**src/hdl/qtp_pkg.sv**
```systemverilog
`timescale 1ns / 1ps
// Shared types and constants for the QUIC transport-parameter parser.
package qtp_pkg;

  // Result kinds seen on the output side
  typedef enum logic [1:0] {
    KIND_VALUE    = 2'd0,
    KIND_CID_BYTE = 2'd1,
    KIND_STATUS   = 2'd2
  } kind_t;

  // Parse phase of the front end
  typedef enum logic [1:0] {
    PH_ID    = 2'd0,
    PH_LEN   = 2'd1,
    PH_VALUE = 2'd2
  } phase_t;

  // Handling class of a parameter id
  typedef enum logic [1:0] {
    CAT_SKIP = 2'd0,
    CAT_CID  = 2'd1,
    CAT_VAR  = 2'd2,
    CAT_FLAG = 2'd3
  } cat_t;

  localparam int ID_W    = 5;
  localparam int VALUE_W = 62;
  localparam int IDX_W   = 5;

  // Defaults for top-level parameters
  localparam int MAX_CID_BYTES_DEF = 20;
  localparam int QUEUE_DEPTH_DEF   = 4;

  // Parameter ids with special handling
  localparam logic [ID_W-1:0] ID_ORIG_DCID       = 5'd0;
  localparam logic [ID_W-1:0] ID_MAX_UDP_PAYLOAD = 5'd3;
  localparam logic [ID_W-1:0] ID_ACK_DELAY_EXP   = 5'd10;
  localparam logic [ID_W-1:0] ID_MAX_ACK_DELAY   = 5'd11;
  localparam logic [ID_W-1:0] ID_MIGRATION       = 5'd12;
  localparam logic [ID_W-1:0] ID_CID_LIMIT       = 5'd14;
  localparam logic [ID_W-1:0] ID_INIT_SCID       = 5'd15;
  localparam logic [ID_W-1:0] ID_RETRY_SCID      = 5'd16;

  // Value limits
  localparam logic [VALUE_W-1:0] MIN_UDP_PAYLOAD = 62'd1200;
  localparam logic [VALUE_W-1:0] MAX_ACK_EXP     = 62'd20;
  localparam logic [VALUE_W-1:0] ACK_DELAY_LIMIT = 62'd16384;
  localparam logic [VALUE_W-1:0] MIN_CID_LIMIT   = 62'd2;

  // One queue entry: everything a single input byte produced
  typedef struct packed {
    logic               has_val;
    kind_t              kind;
    logic [ID_W-1:0]    id;
    logic [VALUE_W-1:0] value;
    logic [IDX_W-1:0]   idx;
    logic               has_status;
    logic               failed;
  } qtp_entry_t;

endpackage

```
**src/hdl/qtp_front.sv**
```systemverilog
`timescale 1ns / 1ps
// Front end: per-byte varint and parameter parsing, builds at most one queue entry per byte.
module qtp_front import qtp_pkg::*; #(
  parameter int MAX_CID_BYTES = MAX_CID_BYTES_DEF
) (
  input  logic       clk,
  input  logic       rst,
  input  logic       accept,
  input  logic [7:0] data_byte,
  input  logic       block_end,
  output logic       wr,
  output qtp_entry_t wr_data
);

  phase_t             phase, phase_next;
  logic [VALUE_W-1:0] acc, acc_next;
  logic [2:0]         var_left, var_left_next;
  logic [ID_W-1:0]    cur_id, cur_id_next;
  logic               id_small, id_small_next;
  logic [VALUE_W-1:0] val_left, val_left_next;
  logic [3:0]         val_len, val_len_next;
  logic [31:0]        seen, seen_next;
  logic               err, err_next;
  logic [IDX_W-1:0]   cid_pos, cid_pos_next;

  cat_t               cat;
  logic               first;
  logic [VALUE_W-1:0] acc_v;
  logic [2:0]         left_v;
  logic               adv;

  // Classify the current parameter id
  function automatic cat_t classify(input logic is_small, input logic [ID_W-1:0] id);
    cat_t c;
    c = CAT_SKIP;
    if (is_small) begin
      if (id inside {ID_ORIG_DCID, ID_INIT_SCID, ID_RETRY_SCID}) c = CAT_CID;
      else if (id == ID_MIGRATION) c = CAT_FLAG;
      else if (id inside {5'd1, [5'd3:5'd11], 5'd14}) c = CAT_VAR;
    end
    return c;
  endfunction

  // Range check on a decoded parameter value
  function automatic logic value_ok(input logic [ID_W-1:0] id, input logic [VALUE_W-1:0] v);
    logic ok;
    case (id)
      ID_MAX_UDP_PAYLOAD: ok = (v >= MIN_UDP_PAYLOAD);
      ID_ACK_DELAY_EXP:   ok = (v <= MAX_ACK_EXP);
      ID_MAX_ACK_DELAY:   ok = (v < ACK_DELAY_LIMIT);
      ID_CID_LIMIT:       ok = (v >= MIN_CID_LIMIT);
      default:            ok = 1'b1;
    endcase
    return ok;
  endfunction

  assign cat   = classify(id_small, cur_id);
  assign first = (val_left == {{(VALUE_W-4){1'b0}}, val_len});

  // Next state and queue entry for the accepted byte
  always_comb begin
    phase_next    = phase;
    acc_next      = acc;
    var_left_next = var_left;
    cur_id_next   = cur_id;
    id_small_next = id_small;
    val_left_next = val_left;
    val_len_next  = val_len;
    seen_next     = seen;
    err_next      = err;
    cid_pos_next  = cid_pos;
    wr_data       = '0;
    acc_v         = acc;
    left_v        = var_left;
    adv           = 1'b0;

    if (accept && !err) begin
      if (phase == PH_VALUE) begin
        case (cat)
          CAT_CID: begin
            wr_data.has_val = 1'b1;
            wr_data.kind    = KIND_CID_BYTE;
            wr_data.id      = cur_id;
            wr_data.value   = {{(VALUE_W-8){1'b0}}, data_byte};
            wr_data.idx     = cid_pos;
            cid_pos_next    = cid_pos + 5'd1;
            adv             = 1'b1;
          end
          CAT_VAR: begin
            if (first && ((4'd1 << data_byte[7:6]) != val_len)) begin
              err_next = 1'b1;
            end else begin
              acc_v    = first ? {{(VALUE_W-6){1'b0}}, data_byte[5:0]}
                               : {acc[VALUE_W-9:0], data_byte};
              acc_next = acc_v;
              if (val_left == 62'd1) begin
                if (!value_ok(cur_id, acc_v)) begin
                  err_next = 1'b1;
                end else begin
                  wr_data.has_val = 1'b1;
                  wr_data.kind    = KIND_VALUE;
                  wr_data.id      = cur_id;
                  wr_data.value   = acc_v;
                  adv             = 1'b1;
                end
              end else begin
                adv = 1'b1;
              end
            end
          end
          default: adv = 1'b1;
        endcase
        // Count down the value bytes
        if (adv) begin
          val_left_next = val_left - 62'd1;
          if (val_left == 62'd1) phase_next = PH_ID;
        end
      end else begin
        // Accumulate an id or length varint
        if (var_left == 3'd0) begin
          left_v = 3'((4'd1 << data_byte[7:6]) - 4'd1);
          acc_v  = {{(VALUE_W-6){1'b0}}, data_byte[5:0]};
        end else begin
          left_v = var_left - 3'd1;
          acc_v  = {acc[VALUE_W-9:0], data_byte};
        end
        acc_next      = acc_v;
        var_left_next = left_v;
        if (left_v == 3'd0) begin
          if (phase == PH_LEN) begin
            phase_next = PH_ID;
            case (cat)
              CAT_CID: begin
                if (acc_v > VALUE_W'(MAX_CID_BYTES)) begin
                  err_next = 1'b1;
                end else begin
                  wr_data.has_val = 1'b1;
                  wr_data.kind    = KIND_VALUE;
                  wr_data.id      = cur_id;
                  wr_data.value   = acc_v;
                  cid_pos_next    = '0;
                  val_left_next   = acc_v;
                  if (acc_v != '0) phase_next = PH_VALUE;
                end
              end
              CAT_VAR: begin
                if (acc_v == '0 || acc_v > 62'd8) begin
                  err_next = 1'b1;
                end else begin
                  val_len_next  = acc_v[3:0];
                  val_left_next = acc_v;
                  phase_next    = PH_VALUE;
                end
              end
              CAT_FLAG: begin
                if (acc_v != '0) begin
                  err_next = 1'b1;
                end else begin
                  wr_data.has_val = 1'b1;
                  wr_data.kind    = KIND_VALUE;
                  wr_data.id      = cur_id;
                  wr_data.value   = 62'd1;
                end
              end
              default: begin
                val_left_next = acc_v;
                if (acc_v != '0) phase_next = PH_VALUE;
              end
            endcase
          end else begin
            // Id complete: check for duplicates among small ids
            id_small_next = (acc_v[VALUE_W-1:ID_W] == '0);
            cur_id_next   = acc_v[ID_W-1:0];
            if (id_small_next) begin
              if (seen[acc_v[ID_W-1:0]]) err_next = 1'b1;
              seen_next[acc_v[ID_W-1:0]] = 1'b1;
            end
            phase_next = PH_LEN;
          end
        end
      end
    end

    // Close the block: report status and return to the start state
    if (accept && block_end) begin
      wr_data.has_status = 1'b1;
      wr_data.failed     = err_next || (phase_next != PH_ID) || (var_left_next != 3'd0);
      phase_next    = PH_ID;
      acc_next      = '0;
      var_left_next = '0;
      cur_id_next   = '0;
      id_small_next = 1'b0;
      val_left_next = '0;
      val_len_next  = '0;
      seen_next     = '0;
      err_next      = 1'b0;
      cid_pos_next  = '0;
    end

    wr = accept && (wr_data.has_val || wr_data.has_status);
  end

  // Parser state
  always_ff @(posedge clk) begin
    if (rst) begin
      phase    <= PH_ID;
      acc      <= '0;
      var_left <= '0;
      cur_id   <= '0;
      id_small <= 1'b0;
      val_left <= '0;
      val_len  <= '0;
      seen     <= '0;
      err      <= 1'b0;
      cid_pos  <= '0;
    end else begin
      phase    <= phase_next;
      acc      <= acc_next;
      var_left <= var_left_next;
      cur_id   <= cur_id_next;
      id_small <= id_small_next;
      val_left <= val_left_next;
      val_len  <= val_len_next;
      seen     <= seen_next;
      err      <= err_next;
      cid_pos  <= cid_pos_next;
    end
  end

endmodule

```
**src/hdl/qtp_fifo.sv**
```systemverilog
`timescale 1ns / 1ps
// Short queue of per-byte entries between the front end and the output stage.
module qtp_fifo import qtp_pkg::*; #(
  parameter int DEPTH = QUEUE_DEPTH_DEF
) (
  input  logic       clk,
  input  logic       rst,
  input  logic       wr,
  input  qtp_entry_t wr_data,
  input  logic       rd,
  output qtp_entry_t rd_data,
  output logic       not_empty,
  output logic       full
);

  localparam int AW = (DEPTH > 1) ? $clog2(DEPTH) : 1;
  localparam int CW = $clog2(DEPTH + 1);

  qtp_entry_t      mem [DEPTH];
  logic [AW-1:0]   wptr, rptr;
  logic [CW-1:0]   count;
  logic            do_wr, do_rd;

  assign full      = (count == CW'(DEPTH));
  assign not_empty = (count != '0);
  assign do_wr     = wr && !full;
  assign do_rd     = rd && not_empty;
  assign rd_data   = mem[rptr];

  // Store entries
  always_ff @(posedge clk) begin
    if (do_wr) mem[wptr] <= wr_data;
  end

  // Advance pointers and count
  always_ff @(posedge clk) begin
    if (rst) begin
      wptr  <= '0;
      rptr  <= '0;
      count <= '0;
    end else begin
      if (do_wr) wptr <= (wptr == AW'(DEPTH - 1)) ? '0 : wptr + AW'(1);
      if (do_rd) rptr <= (rptr == AW'(DEPTH - 1)) ? '0 : rptr + AW'(1);
      if (do_wr && !do_rd) count <= count + CW'(1);
      else if (do_rd && !do_wr) count <= count - CW'(1);
    end
  end

endmodule

```
**src/hdl/qtp_back.sv**
```systemverilog
`timescale 1ns / 1ps
// Output stage: splits each queue entry into results and holds them in an output register.
module qtp_back import qtp_pkg::*; (
  input  logic               clk,
  input  logic               rst,
  input  qtp_entry_t         head,
  input  logic               head_valid,
  output logic               deq,
  input  logic               pop,
  output logic               empty,
  output logic [1:0]         kind,
  output logic [ID_W-1:0]    param_id,
  output logic [VALUE_W-1:0] param_value,
  output logic [IDX_W-1:0]   cid_index,
  output logic               failed,
  output logic               last_of_run
);

  logic  out_valid;
  logic  sub;
  logic  load;
  logic  take_val;
  kind_t out_kind;

  assign empty    = !out_valid;
  assign load     = (!out_valid || pop) && head_valid;
  assign take_val = head.has_val && !sub;
  assign deq      = load && !(take_val && head.has_status);
  assign kind     = out_kind;

  // Track which half of a two-result entry goes next
  always_ff @(posedge clk) begin
    if (rst) begin
      out_valid <= 1'b0;
      sub       <= 1'b0;
    end else if (load) begin
      out_valid <= 1'b1;
      sub       <= take_val && head.has_status;
    end else if (pop) begin
      out_valid <= 1'b0;
    end
  end

  // Load the output register
  always_ff @(posedge clk) begin
    if (load) begin
      if (take_val) begin
        out_kind    <= head.kind;
        param_id    <= head.id;
        param_value <= head.value;
        cid_index   <= head.idx;
        failed      <= 1'b0;
        last_of_run <= !head.has_status;
      end else begin
        out_kind    <= KIND_STATUS;
        param_id    <= '0;
        param_value <= '0;
        cid_index   <= '0;
        failed      <= head.failed;
        last_of_run <= 1'b1;
      end
    end
  end

endmodule

```
**src/hdl/quic_transport_param_parser.sv**
```systemverilog
`timescale 1ns / 1ps
// Top level of the QUIC transport-parameter parser.
//
//   channel   direction  handshake      payload
//   bytes     in         push / full    data_byte, block_end
//   results   out        pop / empty    kind, param_id, param_value, cid_index,
//                                       failed, last_of_run
//
// One byte is taken every cycle while full is low; the front end parses it in that
// cycle and queues what it produced. Its results pass through the queue and then the
// output register, which hands out one result per cycle while results are popped, so
// a byte yielding a value and the block status gives two results; full rises when
// the queue holds QUEUE_DEPTH entries. Reset clears parser state and queue at once.
module quic_transport_param_parser import qtp_pkg::*; #(
  parameter int MAX_CID_BYTES = MAX_CID_BYTES_DEF,
  parameter int QUEUE_DEPTH   = QUEUE_DEPTH_DEF
) (
  input  logic               clk,
  input  logic               rst,
  input  logic               push,
  output logic               full,
  input  logic [7:0]         data_byte,
  input  logic               block_end,
  output logic               empty,
  input  logic               pop,
  output logic [1:0]         kind,
  output logic [ID_W-1:0]    param_id,
  output logic [VALUE_W-1:0] param_value,
  output logic [IDX_W-1:0]   cid_index,
  output logic               failed,
  output logic               last_of_run
);

  logic       accept;
  logic       q_wr;
  qtp_entry_t q_wr_data;
  logic       q_rd;
  qtp_entry_t q_head;
  logic       q_not_empty;

  assign accept = push && !full;

  qtp_front #(
    .MAX_CID_BYTES(MAX_CID_BYTES)
  ) u_front (
    .clk      (clk),
    .rst      (rst),
    .accept   (accept),
    .data_byte(data_byte),
    .block_end(block_end),
    .wr       (q_wr),
    .wr_data  (q_wr_data)
  );

  qtp_fifo #(
    .DEPTH(QUEUE_DEPTH)
  ) u_fifo (
    .clk      (clk),
    .rst      (rst),
    .wr       (q_wr),
    .wr_data  (q_wr_data),
    .rd       (q_rd),
    .rd_data  (q_head),
    .not_empty(q_not_empty),
    .full     (full)
  );

  qtp_back u_back (
    .clk        (clk),
    .rst        (rst),
    .head       (q_head),
    .head_valid (q_not_empty),
    .deq        (q_rd),
    .pop        (pop),
    .empty      (empty),
    .kind       (kind),
    .param_id   (param_id),
    .param_value(param_value),
    .cid_index  (cid_index),
    .failed     (failed),
    .last_of_run(last_of_run)
  );

  // A status result always closes its run
  a_status_last: assert property (@(posedge clk) disable iff (rst)
    (!empty && kind == KIND_STATUS) |-> last_of_run)
    else $error("status result without last_of_run");

  // Only status results carry a rejection
  a_failed_only_status: assert property (@(posedge clk) disable iff (rst)
    (!empty && kind != KIND_STATUS) |-> !failed)
    else $error("failed set on a non-status result");

  // Connection-ID byte positions stay below the length limit
  a_cid_index_range: assert property (@(posedge clk) disable iff (rst)
    (!empty && kind == KIND_CID_BYTE) |-> (cid_index < IDX_W'(MAX_CID_BYTES)))
    else $error("connection-ID byte index out of range");

endmodule

```
**config.mk**
```make
export PLATFORM = sky130hd
export DESIGN_NAME = quic_transport_param_parser
export DESIGN_NICKNAME = d
export VERILOG_FILES = /design/src/hdl/qtp_pkg.sv /design/src/hdl/qtp_front.sv /design/src/hdl/qtp_fifo.sv /design/src/hdl/qtp_back.sv /design/src/hdl/quic_transport_param_parser.sv
export SDC_FILE = /design/constraint.sdc
export NUM_CORES = 1
export LEC_CHECK = 0
export ABC_CLOCK_PERIOD_IN_PS = 6560
export BUFFER_PORTS_ARGS = -buffer_cell sky130_fd_sc_hd__buf_2
export CAP_MARGIN = 20
export CELL_PAD_IN_SITES_DETAIL_PLACEMENT = 1
export CELL_PAD_IN_SITES_GLOBAL_PLACEMENT = 2
export CORE_MARGIN = 1
export CORE_UTILIZATION = 35
export CTS_BUF_LIST = sky130_fd_sc_hd__clkbuf_2
export DETAILED_ROUTE_END_ITERATION = 8
export HOLD_SLACK_MARGIN = 0.06
export PLACE_DENSITY = 0.69
export SYNTH_ARGS = -nofsm -noshare
export SYNTH_HDL_FRONTEND = slang
export SYNTH_SLANG_ARGS = --single-unit
```
**constraint.sdc**
```tcl
create_clock -name clk -period 6.56 [get_ports clk]
set_input_delay 0.984 -clock clk [delete_from_list [all_inputs] [get_ports clk]]
set_output_delay 0.984 -clock clk [all_outputs]
set_load 0.02 [all_outputs]
```
==> qor.yml, run 1 <==
status:
  status: "finished, final reports clean"
worst_setup_path:
  arrival_ns: 5.46
  rrSetupSlack_ns: 1.95
  r2r_start: "u_front.val_left[40]$_SDFFE_PP0P_"
  crit_path_end: "u_fifo.mem[3][35]$_DFFE_PP_"
  regToRegEndpoint: "u_fifo.mem[3][35]$_DFFE_PP_"
  critPathKind: "flip-flop to flip-flop"
  required_ns: 7.41
  path_max_fanout: 29
  worstSetupStartpoint: "u_front.val_left[40]$_SDFFE_PP0P_"
  reg2reg_depth: 8
  cp-end-kind: "flip-flop"
  crit_path_start_kind: "flip-flop"
clock_network:
  clockBufferDepth: 3
  htree_num_levels: 4
  cts_sinks: 560
  clk_latency_ns: 1.31
  root_buffer: "clkbuf_2"
  clk_pin_slew_ns: 0.10
  cts_setup_buffers: 0
  ctsResizeCount: 0
  ctsHoldBuffers: 9
  tritoncts: "yes"
  cts_buffers: 151
final_layout:
  drive_above_1_share_pct: 23.47
  final_util_pct: 39.86
  finalNonFillerCells: 3053
  syn2layout_area_growth_pct: 11.92
  nFillCells: 7334
  final_nets: 2084
  fin_area_um2: 26910
global_route:
  grt_remaining_overflow: 0
  grt_max_degree: 84
  grt_pass1_wl_um: 102900
  grt_usage_pct: 19.13
  antenna_found_initial: 2
  grt_pass1_vias: 16979
sta:
  slew_headroom_pct: 26.50
  finalHoldViolCount: 0
  period_share_pct: 70.26
  min_period_ns: 4.609
  fmax_ghz: 0.2170
  setup_viol: 0
  drv_slew: 0
  clock_skew_ns: 0.1192
  tightest_slew_ns: 1.102
  rsz0062_at_grt: "false"
die:
  core-area_um2: 67510
  fp-row-count: 95
  die_h_um: 264.1
  die_w_um: 264.1
  start_util_pct: 35.61
  io_pins: 91
  die_area_um2: 69750
logic_synthesis:
  yosysWarnings: 0
  synth_compound_area_share_pct: 9.934
  syn-cell-area_um2: 24040
  ys_top_cells_by_area: "edfxtp_1 47%, dfxtp_1 15%, mux4_2 7.1%, a21oi_1 3.4%, nand2_1 2.4%"
  synth_top_family_by_area: "simple AND/OR/NAND/NOR gates"
  yosysSeqAreaShare_pct: 62.44
  ys_ff_latch: 560
  ys.flop_type: "edfxtp_1"
  synth.area.mux_share_pct: 8.310
  synth.top_cells.by_count: "380 x edfxtp_1, 180 x dfxtp_1, 162 x a21oi_1"
  async_reset_ff_share_pct: 0
  synth.avg_cell_area_um2: 12.63
  synth-adder-area-share_pct: 0.7597
  synth_top_cell_by_area: "edfxtp_1"
  synth_top_area_share_pct: 47.46
  synth_edf_count: 380
  synth_most_common_cell: "edfxtp_1"
  synth_xor_area_share_pct: 0.9107
  syn_inst: 1903
  ys_types: 90
  synthSimpleGateAreaFrac_pct: 15.04
  syn-num-nets: 1930
routing:
  via_per_inst: 5.349
  drt_iter0_drc: 1041
  antenna_left: 0
  drt_first_pass_iters: 5
  postRouteWirelength_um: 66280
  wl_per_cell_um: 21.71
  vias: 16330
  drcViolationCount: 0
hold_path:
  hp-class: "input pin to flip-flop"
placed_design:
  port-buffer-count: 90
  postPlaceCellArea_um2: 25380
  place_hpwl_um: 41950
  globalplace.congestion: 0.8417
  dp_cells: 2768
pwr:
  p_total_mw: 9.311
  vdd_drop_max_uv: 235.2
  powerDensity_nw_per_um2: 346.0
  p_leak_nw: 9.369
flow_run:
  cap_violations: 0
cell usage in the layout, fill, tap and decap left out, drive strengths merged, types with 40 or more instances in the layout:
| cell | count |
|---|---|
| edfxtp | 380 |
| clkbuf | 227 |
| dfxtp | 180 |
| a21oi | 173 |
| nand2 | 153 |
| nor2 | 151 |
| buf | 117 |
| nor2b | 83 |
| mux4 | 76 |
| nand3 | 69 |
| and2 | 66 |
| nor3 | 53 |
| clkinv | 40 |
worst max-delay path, stage by stage, from the launching register on:
cell and delay, ns:
dfxtp_1 0.34, or4_4 0.57, nor2_1 0.32, nand4_1 0.31, nor4_1 0.95, a31o_4 0.33
a211oi_4 0.15, nor2b_4 0.63, buf_4 0.54
metrics by stage:
step	TNS, ns	hold slack [ns]	setup slack, ns
global placement	0	0.4473	1.573
floorplan	-140.54	0.4361	-0.4624
CTS	0	0.09546	1.893
global route	0	0.1427	1.679
detailed placement	0	0.4552	1.469
finish	0	0.2801	1.951
cells by family after synthesis:
kind of cell	Yosys count
AND/OR/NAND/NOR	703
flip-flops	560
XOR/XNOR	25
buffers and inverters	153
AO/OA/AOI/OAI	344
multiplexers	104
adder cells (fa/ha/maj)	14
worst min-delay path by stage:
stage	slack [ns]	cells after the start	start	endpoint
2_1_floorplan	0.44	2	u_front.seen[0]$_SDFFE_PP0P_	u_front.seen[0]$_SDFFE_PP0P_
5_1_grt	0.14	3	block_end	u_fifo.mem[0][0]$_DFFE_PP_
3_5_place_dp	0.46	2	u_front.seen[17]$_SDFFE_PP0P_	u_front.seen[17]$_SDFFE_PP0P_
3_3_place_gp	0.45	2	u_front.seen[27]$_SDFFE_PP0P_	u_front.seen[27]$_SDFFE_PP0P_
4_1_cts	0.1	3	block_end	u_fifo.mem[3][0]$_DFFE_PP_
6_report	0.28	3	block_end	u_fifo.mem[0][0]$_DFFE_PP_
metal layers:
layer	wire length (um)	track usage, %
met1	31310	26.46
met2	31060	29.85
met3	3030	4.521
met4	874	5.563
met5	0	0
area by class of cell:
class	instances	area, um2	share of cell area (%)
Antenna cell	3	7.507	0.02790
Tap cell	873	1092	4.059
Timing Repair Buffer	126	743.2	2.762
Clock inverter	46	295.3	1.097
Clock buffer	227	1136	4.222
Multi-Input combinational cell	1190	8509	31.62
Sequential cell	560	15020	55.82
Inverter	28	105.1	0.3906
report_power, final:
part | switching [mW] | internal [mW]
combinational | 1.48 | 0.821
sequential | 0.196 | 4.26
clock | 1.50 | 1.05
total | 3.18 | 6.13
registers in the layout (all words and copies together) (netlist names), 2 cells and up, named ones only:
name                cells
u_front.seen           32
u_front.var_left        3
u_fifo.count            3
u_front.val_len         4
u_front.acc            54
u_fifo.rptr             2
u_fifo.wptr             2
u_back.cid_index        5
u_back.param_value     62
u_back.param_id         5
u_front.val_left       62
u_front.phase           2
u_fifo.mem            304
u_front.cid_pos         5
u_front.cur_id          5
u_back.kind             2
(Power assumes the default switching activity.)
==> inputs of run 2 (changes only) <==
ABC_CLOCK_PERIOD_IN_PS = 4000   (was 6560)
clock period = 4 ns   (was 6.56 ns; I/O delays follow)
==> run 2 against run 1 <==
Compared with the run above: final cell count grew 3.8%; register-to-register slack got worse by 1.7 ns; utilization is 1.9 points higher; first-iteration DRC count shrank 0.19%; global-route usage grew 0.42 points; die area unchanged; wire length rose by 1.2%; clock power increased by 60%; via count increased by 3.0%; critical endpoint is now u_fifo.count[2]$_SDFFE_PP0P_.
==> qor.yml, run 2 (synthesis gave the netlist of run 1 again) <==
placed_design:
  pre_cts_slack_ns: -0.1605  # -1.629 ns
  globalplace.congestion: 0.8266  # -1.8%
  place_hpwl_um: 44150  # +5.2%
  dp_cells: 2892  # +4.5%
  port-buffer-count: 90  # unchanged
clock_network:
  root_buffer: "clkbuf_2"
  clk_latency_ns: 1.29  # -0.02 ns
  tritoncts: "yes"
  clockBufferDepth: 3  # unchanged
  cts_sinks: 560  # unchanged
  htree_num_levels: 4  # unchanged
  cts_buffers: 146  # -3.3%
  clk_pin_slew_ns: 0.12  # +0.02 ns
die:
  core-area_um2: 67510  # unchanged
  fp-row-count: 95  # unchanged
  die_w_um: 264.1  # unchanged
  start_util_pct: 35.61  # unchanged
  die_area_um2: 69750  # unchanged
  die_h_um: 264.1  # unchanged
  io_pins: 91  # unchanged
final_layout:
  nFillCells: 7261  # -1.0%
  syn2layout_area_growth_pct: 17.27
  top_regs: "u_fifo.mem (304), u_back.param_value (62), u_front.val_left (62)"
  layout_commonest_cell: "edfxtp_1"
  final_nets: 2213  # +6.2%
  layout_common_cells: "380 x edfxtp_1, 214 x clkbuf_2, 177 x dfxtp_1"
  final_util_pct: 41.76  # +1.9 points
  finalNonFillerCells: 3169  # +3.8%
  drive_above_1_share_pct: 27.94  # +4.5 points
  largest-register: "u_fifo.mem"
  largest_reg_flops: 304  # unchanged
sta:
  drv_slew: 0  # unchanged
  setup_viol: 0  # unchanged
  slew_headroom_pct: 43.04  # +17 points
  fmax_ghz: 0.2649  # +22%
  min_period_ns: 3.775  # -0.8344 ns
  clock_skew_ns: 0.08153  # -0.03770 ns
  finalHoldViolCount: 0  # unchanged
  worst_slack_ns: 0.2252  # -1.726 ns
  rsz0062_at_grt: "false"
  hold_slack_ns: 0.3150  # +0.03489 ns
  period_share_pct: 94.37  # +24 points
  tightest_slew_ns: 0.8544  # -0.2481 ns
global_route:
  antenna_found_initial: 3  # +1
  grt_max_degree: 76  # -9.5%
  grt_pass1_vias: 18060  # +6.4%
  grt_pass1_wl_um: 105200  # +2.3%
  grt_usage_pct: 19.55  # +0.42 points
  grt_remaining_overflow: 0  # unchanged
routing:
  drt_iter0_drc: 1039  # -0.19%
  vias: 16816  # +3.0%
  antenna_left: 0  # unchanged
  drt_first_pass_iters: 5  # unchanged
  drcViolationCount: 0  # unchanged
  via_per_inst: 5.306  # -0.79%
  postRouteWirelength_um: 67070  # +1.2%
  wl_per_cell_um: 21.17  # -2.5%
worst_setup_path:
  r2r_start: "u_front.acc[49]$_SDFFE_PP0P_"
  critPathKind: "flip-flop to flip-flop"
  required_ns: 5.19  # -2.22 ns
  worstSetupStartpoint: "u_front.acc[49]$_SDFFE_PP0P_"
  path_buf_inv: 3  # +2
  worstPathCellList: "nor4_4, nand4_1, buf_4, or3_1, o2111a_1, o21ai_2, nand3_2, a31o_4, a211oi_4, inv_2, ha_1, inv_1, fa_1, xor2_1, or3_1, a21oi_1"
  arrival_ns: 4.97  # -0.49 ns
  crit_path_start_kind: "flip-flop"
  cp-end-kind: "flip-flop"
  path_max_fanout: 4  # -86%
  path_common_cell: "or3_1"
  max_stage_delay_ns: 0.40  # -0.55 ns
  crit_slowest_cell: "or3_1"
  cp_top_family: "simple AND/OR/NAND/NOR gates"
pwr:
  powerDensity_nw_per_um2: 543.5  # +57%
  vdd_drop_max_uv: 466.9  # +98%
  p_leak_nw: 10.11  # +7.9%
hold_path:
  hp-start: "rst"
  hp-class: "input pin to flip-flop"
flow_run:
  cap_violations: 0  # unchanged
status:
  status: "finished, final reports clean"
## run 2: final cells by class
type | count | area, um2 | share of cell area, %
diodes | 2 | 5.005 | 0.01775
clock buffers | 214 | 1071 | 3.798
inverters | 28 | 105.1 | 0.3727
clock inverters | 42 | 292.8 | 1.038
well taps | 873 | 1092 | 3.874
repair buffers | 260 | 2042 | 7.242
flip-flops and latches | 560 | 15020 | 53.28
multi-input cells | 1190 | 8566 | 30.38
## run 2: worst paths after layout
kind,end,slack [ns],cells past startpoint
hold reg to reg,u_front.seen[14]$_SDFFE_PP0P_,0.48,2
setup / recovery,u_fifo.count[2]$_SDFFE_PP0P_,0.23,16
hold / removal,u_back.sub$_SDFFE_PP0P_,0.32,3
setup reg to reg,u_fifo.count[2]$_SDFFE_PP0P_,0.23,16
## run 2: repair_timing
action	4_1_cts	5_1_grt
gates resized for setup	1	9
hold buffers	16	0
pin swaps	0	3
endpoints found under the hold margin	138	0
endpoints found under the setup margin	29	152
setup buffers	3	0
## run 2: power breakdown
| part | switching (mW) | internal (mW) |
|---|---|---|
| Clock | 2.37 | 1.70 |
| Sequential | 0.275 | 6.98 |
| Combinational | 2.47 | 1.52 |
## run 2: per-layer routing
| metal | up-vias | global-route usage, % | share of wire [%] |
|---|---|---|---|
| met5 | - | 0 | 0 |
| li1 | 7802 | - | - |
| met4 | 0 | 6.725 | 1.8 |
| met1 | 8576 | 26.27 | 47 |
| met3 | 95 | 4.148 | 3.9 |
| met2 | 343 | 31.30 | 48 |
## run 2: through the flow
step,power [mW],setup TNS (ns),area (um2)
6_report,15.33,0,28200
5_1_grt,16.19,0,28190
4_1_cts,15.62,0,28140
3_5_place_dp,11.46,-4.505,26580
3_3_place_gp,11.37,-0.5541,26580
2_1_floorplan,10.03,-71.03,24100
## run 2: worst reg2reg max path, stage by stage (launching register included)
cell	delay [ns]
dfxtp_2	0.38
nor4_4	0.32
nand4_1	0.23
buf_4	0.22
or3_1	0.40
o2111a_1	0.25
o21ai_2	0.20
nand3_2	0.10
a31o_4	0.25
a211oi_4	0.29
inv_2	0.10
ha_1	0.21
inv_1	0.07
fa_1	0.18
xor2_1	0.07
or3_1	0.30
a21oi_1	0.14
==> inputs of run 3 (changes only) <==
ABC_AREA = 1   (was default)
PLACE_DENSITY = 0.75   (was 0.69)
==> run 3 against run 2 <==
Compared with the run above: non-clock buffer count increased by 1; combinational power rose by 110%; first-iteration DRC count increased by 46%.
==> qor.yml, run 3 <==
logic_synthesis:
  synth_most_common_cell: "nor2_1"
  ys.flop_type: "edfxtp_1"
  yosysWarnings: 0  # unchanged
  yosysSeqAreaShare_pct: 56.64  # -5.8 points
  synth-adder-area-share_pct: 0.6891  # -0.071 points
  synth.area.mux_share_pct: 0  # -8.3 points
  synth_compound_area_share_pct: 14.84  # +4.9 points
  synth_edf_count: 380  # unchanged
  synth.top_cells.by_count: "521 x nor2_1, 380 x edfxtp_1, 314 x nand2_1"
  syn_inst: 2945  # +55%
  ys_ff_latch: 560  # unchanged
  synth_xor_area_share_pct: 1.487  # +0.58 points
  syn-cell-area_um2: 26510  # +10%
  ys_top_cells_by_area: "edfxtp_1 43%, dfxtp_1 14%, nor2_1 7.4%, o21ai_0 5.9%, nand3_1 5.0%"
  synth_top_cell_by_area: "edfxtp_1"
  ys_types: 52  # -42%
  synth.avg_cell_area_um2: 9.001  # -29%
  synth_top_family_by_area: "simple AND/OR/NAND/NOR gates"
  async_reset_ff_share_pct: 0  # unchanged
  synth_top_area_share_pct: 43.05  # -4.4 points
  syn-num-nets: 2972  # +54%
  synthSimpleGateAreaFrac_pct: 20.34  # +5.3 points
pwr:
  clock_power_share_pct: 20.2  # -6.4 points
  powerDensity_nw_per_um2: 666.9  # +23%
  vdd_drop_max_uv: 486.7  # +4.3%
  combPwrFrac_pct: 42.2  # +16 points
  netSwitchingFraction_pct: 45.03  # +12 points
  p_leak_nw: 11.65  # +15%
  net-switching-power_mw: 9.162  # +79%
  p_int_mw: 11.18  # +9.6%
  p_seq_share_pct: 37.6  # -9.8 points
routing:
  vias: 22603  # +34%
  drt_iter0_drc: 1515  # +46%
  drt_first_pass_iters: 7  # +2
  drcViolationCount: 0  # unchanged
  via_per_inst: 5.300  # -0.13%
  postRouteWirelength_um: 88540  # +32%
  wl_per_cell_um: 20.76  # -1.9%
  antenna_left: 0  # unchanged
worst_setup_path:
  critPathKind: "flip-flop to flip-flop"
  cp-end-kind: "flip-flop"
  path_max_fanout: 26  # +22
  required_ns: 5.19  # about the same
  path_common_cell: "nand2_1"
  arrival_ns: 4.90  # -0.07 ns
  path_buf_inv: 4  # +1
  cp_top_family: "simple AND/OR/NAND/NOR gates"
  max_stage_delay_ns: 0.36  # -0.04 ns
  crit_path_start_kind: "flip-flop"
  crit_slowest_cell: "fa_2"
clock_network:
  root_buffer: "clkbuf_2"
  tritoncts: "yes"
  cts_buffers: 155  # +6.2%
  clockBufferDepth: 3  # unchanged
  htree_num_levels: 4  # unchanged
  clk_pin_slew_ns: 0.11  # about the same
  clk_latency_ns: 1.36  # +0.07 ns
  cts_sinks: 560  # unchanged
sta:
  fmax_ghz: 0.2695  # +1.7%
  finalHoldViolCount: 0  # unchanged
  period_share_pct: 92.75  # -1.6 points
  min_period_ns: 3.710  # -0.06483 ns
  tightest_slew_ns: 1.090  # +0.2352 ns
  drv_slew: 0  # unchanged
  rsz0062_at_grt: "true"
  setup_viol: 0  # unchanged
  clock_skew_ns: 0.1307  # +0.04921 ns
  slew_headroom_pct: 26.69  # -16 points
die:
  die_h_um: 277.2  # +5.0%
  io_pins: 91  # unchanged
  die_w_um: 277.2  # +5.0%
  core-area_um2: 74700  # +11%
  die_area_um2: 76840  # +10%
  start_util_pct: 35.49  # -0.13 points
  fp-row-count: 100  # +5.3%
global_route:
  grt_remaining_overflow: 0  # unchanged
  grt_pass1_vias: 23594  # +31%
  antenna_found_initial: 1  # -2
  grt_max_degree: 88  # +16%
  grtUsageMet1_pct: 31.63  # +5.4 points
  gr-max-usage-layer: "met2"
  grt_pass1_wl_um: 137800  # +31%
  gr-usage-met3_pct: 3.501  # -0.65 points
  grt_usage_pct: 22.92  # +3.4 points
  use_met2_pct: 36.70  # +5.4 points
final_layout:
  drive_above_1_share_pct: 18.04  # -9.9 points
  layout_common_cells: "519 x nor2_1, 380 x edfxtp_1, 312 x nand2_1"
  seqCellArea_um2: 15020  # about the same
  multi_input_comb_area_um2: 9977  # +16%
  top_regs: "u_fifo.mem (304), u_back.param_value (62), u_front.val_left (62)"
  layout_commonest_cell: "nor2_1"
  fin_area_um2: 30510  # +8.2%
  final_util_pct: 40.84  # -0.92 points
  nFillCells: 8793  # +21%
  final_nets: 3206  # +45%
  largest-register: "u_fifo.mem"
  largest_reg_flops: 304  # unchanged
  syn2layout_area_growth_pct: 15.09
placed_design:
  place_hpwl_um: 59320  # +34%
  postPlaceCellArea_um2: 28760  # +8.2%
  port-buffer-count: 90  # unchanged
  globalplace.congestion: 0.8618  # +4.3%
status:
  status: "finished, final reports clean"
flow_run:
  cap_violations: 0  # unchanged
hold_path:
  hp-class: "input pin to flip-flop"
[run 3: changes by cell type in the layout (fill, tap and decap cells not counted), sizes merged, moves of 31 or more]
cell	change
nor2b	-83
nand3	+201
nand2	+165
nor2	+383
inv	+182
and2	-65
o21ai	+310
a21boi	+31
a31oi	+51
mux4	-76
[run 3: power by group through the flow]
stage               registers (mW)  clock network (mW)  logic, mW
floorplan                     8.09                   0       5.20
global placement              7.75                   0       8.37
detailed placement            7.77                   0       8.53
CTS                           7.64                4.27       8.58
global route                  7.72                4.54       9.48
finish                        7.65                4.11       8.59
[run 3: area by class of cell]
type / count / share of cell area, %
diodes: 3 / 0.02461
clock inverters: 55 / 0.9638
multi-input cells: 1987 / 32.70
flip-flops and latches: 560 / 49.23
inverters: 214 / 2.695
repair buffers: 261 / 6.862
well taps: 969 / 3.974
clock buffers: 216 / 3.544
[run 3: worst paths after layout]
path	start	endpoint	slack (ns)	cells after the start
setup / recovery	u_front.val_left[27]$_SDFFE_PP0P_	u_fifo.count[2]$_SDFFE_PP0P_	0.29	25
hold / removal	data_byte[5]	u_front.acc[5]$_SDFFE_PP0P_	0.31	4
hold reg to reg	u_front.seen[31]$_SDFFE_PP0P_	u_front.seen[31]$_SDFFE_PP0P_	0.46	2
setup reg to reg	u_front.val_left[27]$_SDFFE_PP0P_	u_fifo.count[2]$_SDFFE_PP0P_	0.29	25
[run 3: timing repair]
| item | 4_1_cts | 5_1_grt |
|---|---|---|
| hold buffers | 18 | 0 |
| setup buffers | 0 | 10 |
| setup endpoints to repair | 0 | 213 |
| gates resized for setup | 0 | 13 |
| endpoints found under the hold margin | 143 | 0 |
[run 3: worst reg2reg max path: cells and delay by family, from the launching register on]
| kind | cells | cell delay, ns |
|---|---|---|
| and+or+nand+nor | 13 | 1.54 |
| DFF | 1 | 0.34 |
| buffers and inverters | 4 | 0.43 |
| adders and majority gates | 2 | 0.52 |
| AOI/OAI and AO/OA | 6 | 0.72 |
[run 3: through the flow]
stage	total power, mW	std cells	hold WS, ns	setup TNS, ns	setup slack, ns
final	20.35	4265	0.3084	0	0.2900
after global placement	16.12	3956	0.4379	0	0.01647
after CTS	20.49	4246	0.1315	0	0.001074
after detailed placement	16.30	3957	0.4468	-0.05925	-0.05925
after floorplan	13.29	2945	0.4308	0	0.1141
after global routing	21.73	4263	0.2466	-0.04148	-0.04148
[run 3: metal layers]
metal,routed length (um),vias up
met5,0,-
met4,1849,0
met3,3191,110
met2,41340,452
met1,42170,11233
li1,-,10808
[run 3: cell families (layout without fill, tap and decap cells)]
| logic type | count (synthesis) | in the layout |
|---|---|---|
| buffers and inverters | 398 | 746 |
| DFF | 560 | 560 |
| and+or+nand+nor | 1245 | 1245 |
| xor gates and xnor gates | 45 | 45 |
| adders and majority gates | 14 | 14 |
| other | 0 | 3 |
| AOI/OAI and AO/OA | 683 | 683 |
